==> config.mk <==
export PLATFORM = sky130hd
export DESIGN_NAME = refrigeration_compressor_valve_control_top
export DESIGN_NICKNAME = d
export VERILOG_FILES = /design/src/rcvc_pkg.sv /design/src/refrigeration_compressor_valve_control_top.sv
export SDC_FILE = /design/constraint.sdc
export NUM_CORES = 1
export LEC_CHECK = 0
export BUFFER_PORTS_ARGS = -buffer_cell sky130_fd_sc_hd__buf_2
export CAP_MARGIN = 20
export CORE_MARGIN = 2
export CORE_UTILIZATION = 60
export DETAILED_ROUTE_END_ITERATION = 8
export GPL_TIMING_DRIVEN = 0
export PLACE_DENSITY = 0.82
export SYNTH_ARGS = -nofsm -noshare
export SYNTH_HDL_FRONTEND = slang
export SYNTH_SLANG_ARGS = --single-unit
==> constraint.sdc <==
create_clock -name i_clk -period 14.3 [get_ports i_clk]
set_input_delay 3.575 -clock i_clk [delete_from_list [all_inputs] [get_ports i_clk]]
set_output_delay 3.575 -clock i_clk [all_outputs]
set_load 0.02 [all_outputs]
==> src/rcvc_pkg.sv <==
package rcvc_pkg;

    localparam int unsigned InWidth   = 96;
    localparam int unsigned OutWidth  = 32;
    localparam int unsigned AddrWidth = 5;

    localparam logic [8:0]  FreqMin    = 9'd120;
    localparam logic [8:0]  FreqMax    = 9'd320;
    localparam logic [12:0] OpenMax    = 13'd8000;
    localparam logic [12:0] OpenInit   = 13'd4000;
    localparam logic [11:0] HighPLimit = 12'd1120;
    localparam logic [11:0] LowPLimit  = 12'd320;

    localparam logic [1:0] ActHold = 2'd0;
    localparam logic [1:0] ActBand = 2'd1;
    localparam logic [1:0] ActSh   = 2'd2;

    localparam logic [2:0] RegSetTemp   = 3'd0;
    localparam logic [2:0] RegBandLow   = 3'd1;
    localparam logic [2:0] RegBandHigh  = 3'd2;
    localparam logic [2:0] RegBandTgt   = 3'd3;
    localparam logic [2:0] RegGainDiff  = 3'd4;
    localparam logic [2:0] RegGainSh    = 3'd5;
    localparam logic [2:0] RegShMin     = 3'd6;
    localparam logic [2:0] RegExhLimit  = 3'd7;

    typedef struct packed {
        logic [11:0]        low_pressure;
        logic [11:0]        high_pressure;
        logic signed [12:0] saturation_temp;
        logic signed [12:0] exhaust_temp;
        logic signed [12:0] suct_temp;
        logic signed [12:0] evaporator_temp;
        logic signed [12:0] cab_temp;
    } t_in_item;

    typedef struct packed {
        logic        superheat_alarm;
        logic        low_pressure_alarm;
        logic        high_pressure_alarm;
        logic        exhaust_alarm;
        logic [1:0]  valve_action;
        logic [12:0] valve_opening;
        logic signed [2:0] frequency_step;
        logic [8:0]  compressor_hz;
    } t_out_item;

endpackage

==> src/refrigeration_compressor_valve_control_top.sv <==
// Compressor frequency and expansion-valve step, one sensor set per item.
// An accepted input item is held in the input register, then its result is
// captured in the result register.
// Throughput: one item per cycle while the output is not stalled; the single gain
// multiplier sits between the input register and the result register.
// Reset (synchronous, active low): frequency 120 Hz, opening 4000,
// configuration registers to their defaults, both stages empty.
module refrigeration_compressor_valve_control_top
    import rcvc_pkg::*;
(
    input  logic                 i_clk,
    input  logic                 i_rst_n,
    input  logic                 i_s_axis_tvalid,
    output logic                 o_s_axis_tready,
    // cab_temp, evaporator_temp, suct_temp, exhaust_temp,
    // saturation_temp, high_pressure, low_pressure, zero pad
    input  logic [InWidth-1:0]   i_s_axis_tdata,
    output logic                 o_m_axis_tvalid,
    input  logic                 i_m_axis_tready,
    // compressor_hz, frequency_step, valve_opening, valve_action,
    // exhaust_alarm, high_pressure_alarm, low_pressure_alarm, superheat_alarm, pad
    output logic [OutWidth-1:0]  o_m_axis_tdata,
    input  logic                 psel,
    input  logic                 penable,
    input  logic                 pwrite,
    input  logic [AddrWidth-1:0] paddr,
    input  logic [31:0]          pwdata,
    output logic [31:0]          prdata,
    output logic                 pready
);

    logic signed [10:0] r_set_temp;
    logic [9:0]         r_band_low, r_band_high, r_band_tgt;
    logic [9:0]         r_gain_diff, r_gain_sh, r_sh_min;
    logic [11:0]        r_exh_limit;

    logic               r_in_valid;
    t_in_item           r_in;
    logic               r_out_valid;
    t_out_item          r_out;
    logic [8:0]         r_freq;
    logic [12:0]        r_open;

    logic               adv;
    logic               cfg_wr;
    logic [2:0]         cfg_idx;

    logic signed [13:0] d;
    logic signed [2:0]  step;
    logic signed [10:0] f_sum;
    logic [8:0]         n_freq;
    logic signed [13:0] diff;
    logic signed [13:0] sh;
    logic signed [14:0] err;
    logic               out_band;
    logic               low_sh;
    logic [1:0]         action;
    logic signed [14:0] opnd;
    logic signed [10:0] gain_s;
    logic signed [25:0] prod;
    logic signed [17:0] delta;
    logic signed [19:0] open_sum;
    logic [12:0]        n_open;
    t_out_item          n_out;

    assign pready  = 1'b1;
    assign cfg_wr  = psel && penable && pwrite && pready;
    assign cfg_idx = paddr[4:2];

    always_comb begin
        unique case (cfg_idx)
            RegSetTemp:  prdata = {{21{r_set_temp[10]}}, r_set_temp};
            RegBandLow:  prdata = {22'd0, r_band_low};
            RegBandHigh: prdata = {22'd0, r_band_high};
            RegBandTgt:  prdata = {22'd0, r_band_tgt};
            RegGainDiff: prdata = {22'd0, r_gain_diff};
            RegGainSh:   prdata = {22'd0, r_gain_sh};
            RegShMin:    prdata = {22'd0, r_sh_min};
            RegExhLimit: prdata = {20'd0, r_exh_limit};
            default:     prdata = 32'd0;
        endcase
    end

    always_ff @(posedge i_clk) begin
        if (!i_rst_n) begin
            r_set_temp  <= -11'sd160;
            r_band_low  <= 10'd80;
            r_band_high <= 10'd128;
            r_band_tgt  <= 10'd104;
            r_gain_diff <= 10'd128;
            r_gain_sh   <= 10'd205;
            r_sh_min    <= 10'd80;
            r_exh_limit <= 12'd1760;
        end else if (cfg_wr) begin
            unique case (cfg_idx)
                RegSetTemp:  r_set_temp  <= pwdata[10:0];
                RegBandLow:  r_band_low  <= pwdata[9:0];
                RegBandHigh: r_band_high <= pwdata[9:0];
                RegBandTgt:  r_band_tgt  <= pwdata[9:0];
                RegGainDiff: r_gain_diff <= pwdata[9:0];
                RegGainSh:   r_gain_sh   <= pwdata[9:0];
                RegShMin:    r_sh_min    <= pwdata[9:0];
                RegExhLimit: r_exh_limit <= pwdata[11:0];
                default: ;
            endcase
        end
    end

    assign adv             = r_in_valid && (!r_out_valid || i_m_axis_tready);
    assign o_s_axis_tready = !r_in_valid || adv;
    assign o_m_axis_tvalid = r_out_valid;
    assign o_m_axis_tdata  = r_out;

    // compressor step
    always_comb begin
        d = {r_in.cab_temp[12], r_in.cab_temp} - {{3{r_set_temp[10]}}, r_set_temp};
        priority if (d >= 14'sd80)  step = 3'sd3;
        else if (d >= 14'sd32)      step = 3'sd2;
        else if (d > 14'sd0)        step = 3'sd1;
        else if (d <= -14'sd80)     step = -3'sd3;
        else if (d <= -14'sd32)     step = -3'sd2;
        else if (d < 14'sd0)        step = -3'sd1;
        else                        step = 3'sd0;
        f_sum = $signed({2'b00, r_freq}) + {{8{step[2]}}, step};
        if (f_sum < $signed({2'b00, FreqMin})) begin
            n_freq = FreqMin;
        end else if (f_sum > $signed({2'b00, FreqMax})) begin
            n_freq = FreqMax;
        end else begin
            n_freq = f_sum[8:0];
        end
    end

    // valve step, one shared multiplier
    always_comb begin
        diff     = {r_in.cab_temp[12], r_in.cab_temp}
                 - {r_in.evaporator_temp[12], r_in.evaporator_temp};
        sh       = {r_in.suct_temp[12], r_in.suct_temp}
                 - {r_in.saturation_temp[12], r_in.saturation_temp};
        err      = {diff[13], diff} - $signed({5'd0, r_band_tgt});
        out_band = (diff < $signed({4'd0, r_band_low})) ||
                   (diff > $signed({4'd0, r_band_high}));
        low_sh   = sh < $signed({4'd0, r_sh_min});
        if (out_band) begin
            action = ActBand;
            opnd   = err;
            gain_s = $signed({1'b0, r_gain_diff});
        end else begin
            action = low_sh ? ActSh : ActHold;
            opnd   = {sh[13], sh};
            gain_s = $signed({1'b0, r_gain_sh});
        end
        prod     = opnd * gain_s;
        delta    = (action == ActHold) ? 18'sd0 : prod[25:8];
        open_sum = $signed({7'd0, r_open}) - {{2{delta[17]}}, delta};
        if (open_sum < 20'sd0) begin
            n_open = 13'd0;
        end else if (open_sum > $signed({7'd0, OpenMax})) begin
            n_open = OpenMax;
        end else begin
            n_open = open_sum[12:0];
        end
    end

    always_comb begin
        n_out.compressor_hz       = n_freq;
        n_out.frequency_step      = step;
        n_out.valve_opening       = n_open;
        n_out.valve_action        = action;
        n_out.exhaust_alarm       = $signed({r_in.exhaust_temp[12], r_in.exhaust_temp})
                                    >= $signed({2'd0, r_exh_limit});
        n_out.high_pressure_alarm = r_in.high_pressure >= HighPLimit;
        n_out.low_pressure_alarm  = r_in.low_pressure <= LowPLimit;
        n_out.superheat_alarm     = action == ActSh;
    end

    always_ff @(posedge i_clk) begin
        if (!i_rst_n) begin
            r_in_valid  <= 1'b0;
            r_out_valid <= 1'b0;
            r_freq      <= FreqMin;
            r_open      <= OpenInit;
        end else begin
            if (o_s_axis_tready) begin
                r_in_valid <= i_s_axis_tvalid;
            end
            if (adv) begin
                r_out_valid <= 1'b1;
                r_freq      <= n_freq;
                r_open      <= n_open;
            end else if (i_m_axis_tready) begin
                r_out_valid <= 1'b0;
            end
        end
    end

    always_ff @(posedge i_clk) begin
        if (o_s_axis_tready && i_s_axis_tvalid) begin
            r_in <= i_s_axis_tdata[$bits(t_in_item)-1:0];
        end
        if (adv) begin
            r_out <= n_out;
        end
    end

endmodule

==> run metrics, run 1 <==
WP buf/inv=9; fillers=2,641; EDFF count, synth=114; Worst setup EP type=flop; Pre-antenna DRT Iters=6; final WL=54,300 um; RSZ-0062 raised after global routing=false; syn_area_per_cell=8.89 um2; CP required=14.56 ns; vias=16,800; worst hold slack=0.457 ns; DR DRC count=0; Worst Clk Skew=0.0180 ns; largest net degree at the start of global routing=67; ant diodes=0; Initial DRC Count=1,494; Post-synth ARST share=0%; Largest stage delay, worst path=0.61 ns; first-pass GRT wire length=86,300 um; DP Wirelength=44,000 um; FF+latch count, synth=221; io pins=207; Reg clk slew, reported paths=0.06 ns; post-route setup TNS=0 ns; WS Path Type=flop to flop; final hold vios=0; dominant synthesized flop cell=edfxtp_1; IO buf count=158; max_cap viols=0; Max VDD drop=108 uV; vias in the first global route=16,700; FMAX=74.6 MHz; Setup Fix Bufs, Post-CTS=0; Die Span Y=185 um; Slew Limit Fails=0; Yosys cell types=88; YS warnings=0; mapped cell area=19,600 um2; setup violators final=0; leakage dissipation=0.00988 uW; CTS tree=yes; total CTS buffers=25; Least-Margin Pin Slew=1.04 ns; die area=34,100 um2; # rows=66; Post-DRT Antenna Nets=0; Longest Clk Path Bufs=3; Worst path slowest cell=buf_1; GPL Wtd Cong=0.999; status=completed; Worst-Skew Late Latency=0.53 ns; root buffer cell=clkbuf_16; Hold Crit Class=flop to flop; layout cells sized above 1=11.7%; # H-tree levels=1; core footprint=32,400 um2; Syn Nets=2,654; crit path max fanout=10; Worst EP arrival=13.67 ns; CP top delay family=adder cells; Sink Count=221; Post-Syn Instances=2,203; most frequent cells in the layout=inv_1 (295), nand2_1 (275), nor2_1 (215), ha_1 (169), buf_2 (161); grt ovf=0; Power Dens Cells=128 nW/um2; post-route minimum period=13.41 ns; drt via density=5.89; Final Cycle Share=93.8%; pre-CTS WS=0.969 ns; Setup WS post-layout=0.890 ns; CP startpoint kind=flop; routed len/inst=19.1 um; initial antenna violation count=0; register area share after synthesis=28.4%; Initial Util=60.5%; commonest non-fill, non-tap cell in the layout=inv_1; die width=185 um; area delta synth->final=11.2%; gr usage total=32.4%; Nets=2,842; Slew headroom=28.7%
==> worst min-delay path: stages, from the launching register on <==
cell	delay, ns
dfxtp_1	0.31
nand2_1	0.05
a21oi_1	0.05
==> stage by stage <==
stage,cell area [um2],instances,total power (uW),util (%)
after detailed placement,21000,2806,2180,64.9
after CTS,21800,2851,2780,67.2
after global routing,21800,2851,2980,67.2
final,21800,2851,2790,67.2
after global placement,20900,2803,2140,64.6
after floorplan,19600,2203,1800,-
==> Yosys cell counts, types with 32 or more instances <==
| cell | count | share of area (%) |
|---|---|---|
| o21ai_0 | 68 | 1.7 |
| nor3_1 | 40 | 1.0 |
| ha_1 | 169 | 11 |
| nand2_1 | 275 | 5.3 |
| edfxtp_1 | 114 | 17 |
| mux2i_1 | 44 | 2.2 |
| dfxtp_1 | 107 | 11 |
| a21oi_1 | 127 | 3.2 |
| inv_1 | 295 | 5.7 |
| nor2_1 | 215 | 4.1 |
| o21a_1 | 41 | 1.6 |
| clkbuf_1 | 58 | 1.1 |
| fa_1 | 142 | 15 |
| xnor2_1 | 37 | 1.7 |
| a21o_1 | 32 | 1.2 |
| nand3_1 | 36 | 0.92 |
==> kinds of logic (layout without fill, tap and decap cells) <==
logic type	count (synthesis)	count (layout)	synth area share [%]
other	2	2	0.0384
multiplexers	61	61	3.93
flip-flops	221	221	28.4
AND/OR/NAND/NOR	718	718	16.5
XOR/XNOR	63	63	2.86
adder cells (fa/ha/maj)	311	311	25.3
buffers and inverters	392	598	8.09
AO/OA/AOI/OAI	435	435	14.8
==> routing by layer <==
layer / GRT usage [%] / routed length (um) / vias up
met1: 42.3 / 22000 / 7970
met4: 11.6 / 2070 / 0
met2: 54.6 / 25400 / 807
met5: 0 / 0 / -
met3: 5.41 / 4840 / 149
li1: - / - / 7855
==> power by group <==
group	total (uW)	switching [uW]	leakage [uW]	internal, uW
clock network	597	257	0.000361	340
logic	1470	935	0.00756	535
registers	727	15.6	0.00196	712
total	2790	1210	0.00988	1590
==> cell type report <==
class	instances	area, um2	area share (%)
buffer	94	465	2.14
clock buffer	29	641	2.94
clock inverter	16	118	0.540
inverter	298	1120	5.14
multi-input combinational	1590	12400	57.2
sequential	221	5570	25.6
tap	442	553	2.54
timing repair buffer	161	857	3.94
==> final timing paths <==
| check | from | endpoint | slack (ns) | cells after the start |
|---|---|---|---|---|
| worst max register to register | r_in[1] | o_m_axis_tdata[15] | 0.89 | 50 |
| worst min register to register | r_sh_min[8] | r_sh_min[8] | 0.46 | 2 |
| worst min-delay path | r_sh_min[8] | r_sh_min[8] | 0.46 | 2 |
| worst max-delay path | r_in[1] | o_m_axis_tdata[15] | 0.89 | 50 |
==> timing repair <==
item,CTS,global route
hold buffers,0,0
setup endpoints to repair,0,7
endpoints found under the hold margin,0,0
resized for setup,0,1
==> registers in the layout, summed over array words and instances (netlist names) <==
name,flops
o_m_axis_tvalid,1
r_sh_min,10
r_open,13
r_in_valid,1
r_gain_diff,10
r_band_low,10
r_freq,9
r_gain_sh,10
r_in,84
o_m_axis_tdata,30
r_band_tgt,10
r_band_high,10
r_exh_limit,12
r_set_temp,11
No activity file was read; power rests on OpenSTA's default activity.
==> run 2, diff against run 1 <==
--- a/config.mk
+++ b/config.mk
@@ -12,6 +12,7 @@
 export DETAILED_ROUTE_END_ITERATION = 8
 export GPL_TIMING_DRIVEN = 0
 export PLACE_DENSITY = 0.82
+export RECOVER_POWER = 25
 export SYNTH_ARGS = -nofsm -noshare
 export SYNTH_HDL_FRONTEND = slang
 export SYNTH_SLANG_ARGS = --single-unit
==> run 2 against run 1 <==
  * The run now ends with max-capacitance violations, max-slew violations left
  * Total power is essentially flat
  * Sequential share of layout area is essentially flat
  * Cell count is the same
  * Combinational power is essentially flat
  * Sequential power is essentially flat
  * Clock skew is essentially flat
  * Final area is essentially flat
  * Non-clock buffer count is the same
  * Critical endpoint unchanged
==> run metrics, run 2 (synthesized netlist as in run 1, its figures left out) <==
GPL Wtd Cong=0.999; Pre-antenna DRT Iters=6; CP required=14.56 ns; Reg clk slew, reported paths=0.06 ns; post-route setup TNS=0 ns; DR DRC count=0; # rows=66; Largest stage delay, worst path=0.81 ns; area delta synth->final=11.1%; post-route cell area=21,800 um2; status=finished with violations; Nets=2,842; Die Span Y=185 um; Post-DP Area=21,000 um2; commonest non-fill, non-tap cell in the layout=inv_1; CTS tree=yes; Post-Layout Cell Count=2,851; DP Wirelength=44,000 um; reg2reg path depth=50; Setup Fix Bufs, Post-CTS=0; total CTS buffers=25; FF-to-FF setup slack=0.86 ns; Initial DRC Count=1,486; CP startpoint=r_in[1]; setup violators final=0; hold_buf cts=0; Slew headroom=-7.79%; Slew Limit Fails=19; Worst path slowest cell=mux2i_1; drt via density=5.89; worst hold slack=0.463 ns; core footprint=32,400 um2; max_cap viols=1; crit path max fanout=10; root buffer cell=clkbuf_16; Final Cycle Share=94.0%; layout cells sized above 1=11.7%; grt ovf=0; post-cts gate resize count=0; IO buf count=158; FMAX=74.4 MHz; ant diodes=0; cell count after placement=2,806; Crit Reg-Reg Startpoint=r_in[1]; Worst EP arrival=13.70 ns; most frequent cells in the layout=inv_1 (295), nand2_1 (275), nor2_1 (215), ha_1 (169), buf_2 (160); final WL=54,300 um; Worst Hold Launch=r_sh_min[8]; Post-DRT Antenna Nets=0; max reg flops=84; first-pass GRT wire length=86,300 um; Longest Clk Path Bufs=3; Least-Margin Pin Slew=1.62 ns; Power Dens Cells=128 nW/um2; WHS Path Cells=2; Hold EP=r_sh_min[8]; fillers=2,643; CP startpoint kind=flop; Max VDD drop=108 uV; io pins=207; # H-tree levels=1; vias=16,800; CP top delay family=adder cells; Reg with most FFs=r_in; largest net degree at the start of global routing=67; RSZ-0062 raised after global routing=false; Initial Util=60.5%; Sink Count=221; Worst setup EP type=flop; routed len/inst=19.0 um; WP buf/inv=10; post-route minimum period=13.44 ns; die area=34,100 um2; Crit Reg-Reg Endpoint=o_m_axis_tdata[15]; Worst-Skew Late Latency=0.53 ns; Final Util=67.2%; Hold Crit Class=flop to flop; final hold vios=0; WS Path Type=flop to flop; vias in the first global route=16,700; die width=185 um; leakage dissipation=0.00988 uW; failing checks=max-capacitance violations, max-slew violations; Worst Clk Skew=0.0176 ns; gr usage total=32.4%; initial antenna violation count=0
-- run 2: cell count changes in the layout (fill, tap and decap cells not counted) --
cell | before | now
buf_2 | 161 | 160
clkbuf_1 | 62 | 63
and2_4 | 1 | 0
and2_0 | 0 | 1
-- run 2: stage by stage --
step	total power, uW	setup WS [ns]
after floorplan	1800	3.33
after detailed placement	2180	0.969
final	2790	0.861
after global routing	2980	0.139
after global placement	2140	1.14
after CTS	2780	0.899
-- run 2: layout make-up --
| class | instances | area, um2 | area share (%) |
|---|---|---|---|
| Clock inverter | 16 | 118 | 0.541 |
| Sequential cell | 221 | 5570 | 25.6 |
| Buffer | 94 | 465 | 2.14 |
| Tap cell | 442 | 553 | 2.54 |
| Timing Repair Buffer | 161 | 856 | 3.93 |
| Clock buffer | 29 | 641 | 2.94 |
| Inverter | 298 | 1120 | 5.14 |
| Multi-Input combinational cell | 1590 | 12400 | 57.2 |
-- run 2: worst max-delay path by stage --
stage,cells past startpoint,to,slack [ns]
CTS,50,o_m_axis_tdata[15],0.90
detailed placement,50,o_m_axis_tdata[15],0.97
global route,50,o_m_axis_tdata[19],0.14
finish,50,o_m_axis_tdata[15],0.86
global placement,50,o_m_axis_tdata[19],1.14
floorplan,49,o_m_axis_tdata[19],3.33
-- run 2: worst register-to-register path, delay by kind of cell (launching register included) --
kind                     cells  cell delay [ns]
XOR/XNOR                     3             0.58
AO/OA/AOI/OAI               14             3.56
flip-flops                   1             0.43
AND/OR/NAND/NOR             13             2.14
buffers and inverters       10             1.84
adder cells (fa/ha/maj)      9             3.79
multiplexers                 1             0.81
-- run 2: where the power goes --
| part | internal (uW) | leakage [uW] | switching [uW] |
|---|---|---|---|
| Sequential | 712 | 0.00196 | 15.5 |
| Combinational | 534 | 0.00756 | 932 |
| Clock | 340 | 0.000361 | 257 |
| Total | 1590 | 0.00988 | 1210 |
-- run 2: layer usage --
metal | GRT usage (%) | vias up | wire length (um)
met1 | 42.3 | 7966 | 21800
li1 | - | 7844 | -
met3 | 5.41 | 161 | 5030
met2 | 54.6 | 810 | 25300
met4 | 11.6 | 0 | 2210
met5 | 0 | - | 0
==> run 3, diff against run 2 <==
==> constraint.sdc (replaced) <==
create_clock -name i_clk -period 14.5 [get_ports i_clk]
set_input_delay 3.625 -clock i_clk [delete_from_list [all_inputs] [get_ports i_clk]]
set_output_delay 3.625 -clock i_clk [all_outputs]
set_load 0.02 [all_outputs]
==> run 3 against run 2 <==
  * The flow still finishes with violations (max-capacitance violations, max-slew violations)
  * Sequential power fell by 1%
  * Critical path depth did not move
  * Register-to-register slack better by 0.02 ns
  * Maximum frequency shrank 1.4%
  * Clock-buffer cell count unchanged
  * Clock power shrank 1%
  * Worst setup slack improved by 0.015 ns
  * Global-route usage unchanged
  * First-iteration DRC count increased by 2.6%
  * Utilization about the same
  * Worst hold slack worse by 0.0061 ns
  * Critical endpoint unchanged
==> run metrics, run 3 (synthesized netlist as in run 1, its figures left out) <==
vias=16,800; Initial DRC Count=1,524; crit path max fanout=10; post-route setup TNS=0 ns; max reg flops=84; Nets=2,842; Slew Limit Fails=19; final hold vios=0; total CTS buffers=25; Final Util=67.2%; setup violators final=0; initial antenna violation count=0; Die Span Y=185 um; # rows=66; # H-tree levels=1; Reg clk slew, reported paths=0.06 ns; multi-input logic area=12,400 um2; largest net degree at the start of global routing=67; DP Wirelength=44,000 um; RSZ-0062 raised after global routing=false; Pint=1560 uW; core footprint=32,400 um2; grt ovf=0; final WL=54,200 um; Worst path slowest cell=a21oi_1; Crit Reg-Reg Endpoint=o_m_axis_tdata[15]; Slew headroom=-6.73%; Hold Crit Class=flop to flop; vias in the first global route=16,700; Crit Reg-Reg Startpoint=r_in[1]; cell count after placement=2,806; post-route minimum period=13.62 ns; CP required=14.76 ns; CTS tree=yes; Least-Margin Pin Slew=1.60 ns; Post-Layout Cell Count=2,851; most frequent cells in the layout=inv_1 (295), nand2_1 (275), nor2_1 (215), ha_1 (169), buf_2 (160); Worst setup EP type=flop; Worst-Skew Late Latency=0.53 ns; Post-DRT Antenna Nets=0; first-pass GRT wire length=86,300 um; sequential cell area=5570 um2; leakage dissipation=0.00988 uW; root buffer cell=clkbuf_16; Power Dens Cells=127 nW/um2; FMAX=73.4 MHz; die area=34,100 um2; failing checks=max-capacitance violations, max-slew violations; post-cts gate resize count=0; routed len/inst=19.0 um; io pins=207; reg2reg path depth=50; hold_buf cts=0; DR DRC count=0; sequential share of power=26.0%; Largest stage delay, worst path=0.87 ns; post-route cell area=21,800 um2; Net Switching=1190 uW; IO buf count=158; Final Cycle Share=94.0%; FF-to-FF setup slack=0.88 ns; WHS Path Cells=2; Reg with most FFs=r_in; die width=185 um; GPL Wtd Cong=0.999; Worst EP arrival=13.88 ns; Max VDD drop=106 uV; fillers=2,643; Longest Clk Path Bufs=3; commonest non-fill, non-tap cell in the layout=inv_1; Comb pwr share=52.6%; layout cells sized above 1=11.6%; Post-DP Area=21,000 um2; area delta synth->final=11.1%; Clk pwr share=21.4%; Setup Fix Bufs, Post-CTS=0; Initial Util=60.5%; max_cap viols=1; WS Path Type=flop to flop; gr usage total=32.4%; switching part of the total power=43.2%; Worst Hold Launch=r_sh_min[8]; Pre-antenna DRT Iters=5; CP startpoint kind=flop; Worst Clk Skew=0.0192 ns; drt via density=5.88; ant diodes=0; Hold EP=r_sh_min[8]; status=finished with violations; Sink Count=221
run 3: cell type report:
class / count / share of cell area (%)
Clock inverter: 16 / 0.541
Buffer: 94 / 2.14
Tap cell: 442 / 2.54
Sequential cell: 221 / 25.6
Clock buffer: 29 / 2.94
Inverter: 298 / 5.14
Multi-Input combinational cell: 1590 / 57.2
Timing Repair Buffer: 161 / 3.93
run 3: routing by layer:
| layer | part of all wire (%) | global-route usage (%) | vias up |
|---|---|---|---|
| met3 | 9.2 | 5.41 | 154 |
| met5 | 0 | 0 | - |
| met4 | 4.1 | 11.6 | 0 |
| met1 | 40 | 42.3 | 7967 |
| met2 | 46 | 54.6 | 786 |
| li1 | - | - | 7852 |
run 3: how the worst max path moves through the flow:
stage                  from                  to  depth (start not counted)
detailed placement  r_in[1]  o_m_axis_tdata[15]                         50
finish              r_in[1]  o_m_axis_tdata[15]                         50
global placement    r_in[3]  o_m_axis_tdata[19]                         50
floorplan           r_in[3]  o_m_axis_tdata[19]                         49
CTS                 r_in[1]  o_m_axis_tdata[15]                         50
global route        r_in[1]  o_m_axis_tdata[19]                         50
run 3: power by group through the flow:
| stage | Combinational, uW | Clock [uW] | Sequential [uW] |
|---|---|---|---|
| floorplan | 1040 | 0 | 739 |
| global placement | 1380 | 0 | 730 |
| detailed placement | 1420 | 0 | 730 |
| CTS | 1420 | 595 | 717 |
| global route | 1600 | 618 | 720 |
| finish | 1450 | 590 | 717 |
run 3: worst max-delay path: cells and delay by family (launching register included):
family                     cells  cell delay, ns
AOI/OAI and AO/OA             15            4.44
adders and majority gates      9            3.84
and+or+nand+nor               14            2.27
buffers and inverters          9            1.77
xor gates and xnor gates       3            0.56
DFF                            1            0.43
run 3: metrics by stage:
step                      hold WS, ns  setup slack, ns  total power (uW)
after global placement          0.445             1.34              2110
final                           0.457            0.876              2760
after floorplan                 0.432             3.53              1780
after global routing            0.484            0.148              2940
after detailed placement        0.446             1.17              2150
after CTS                       0.454             1.10              2740
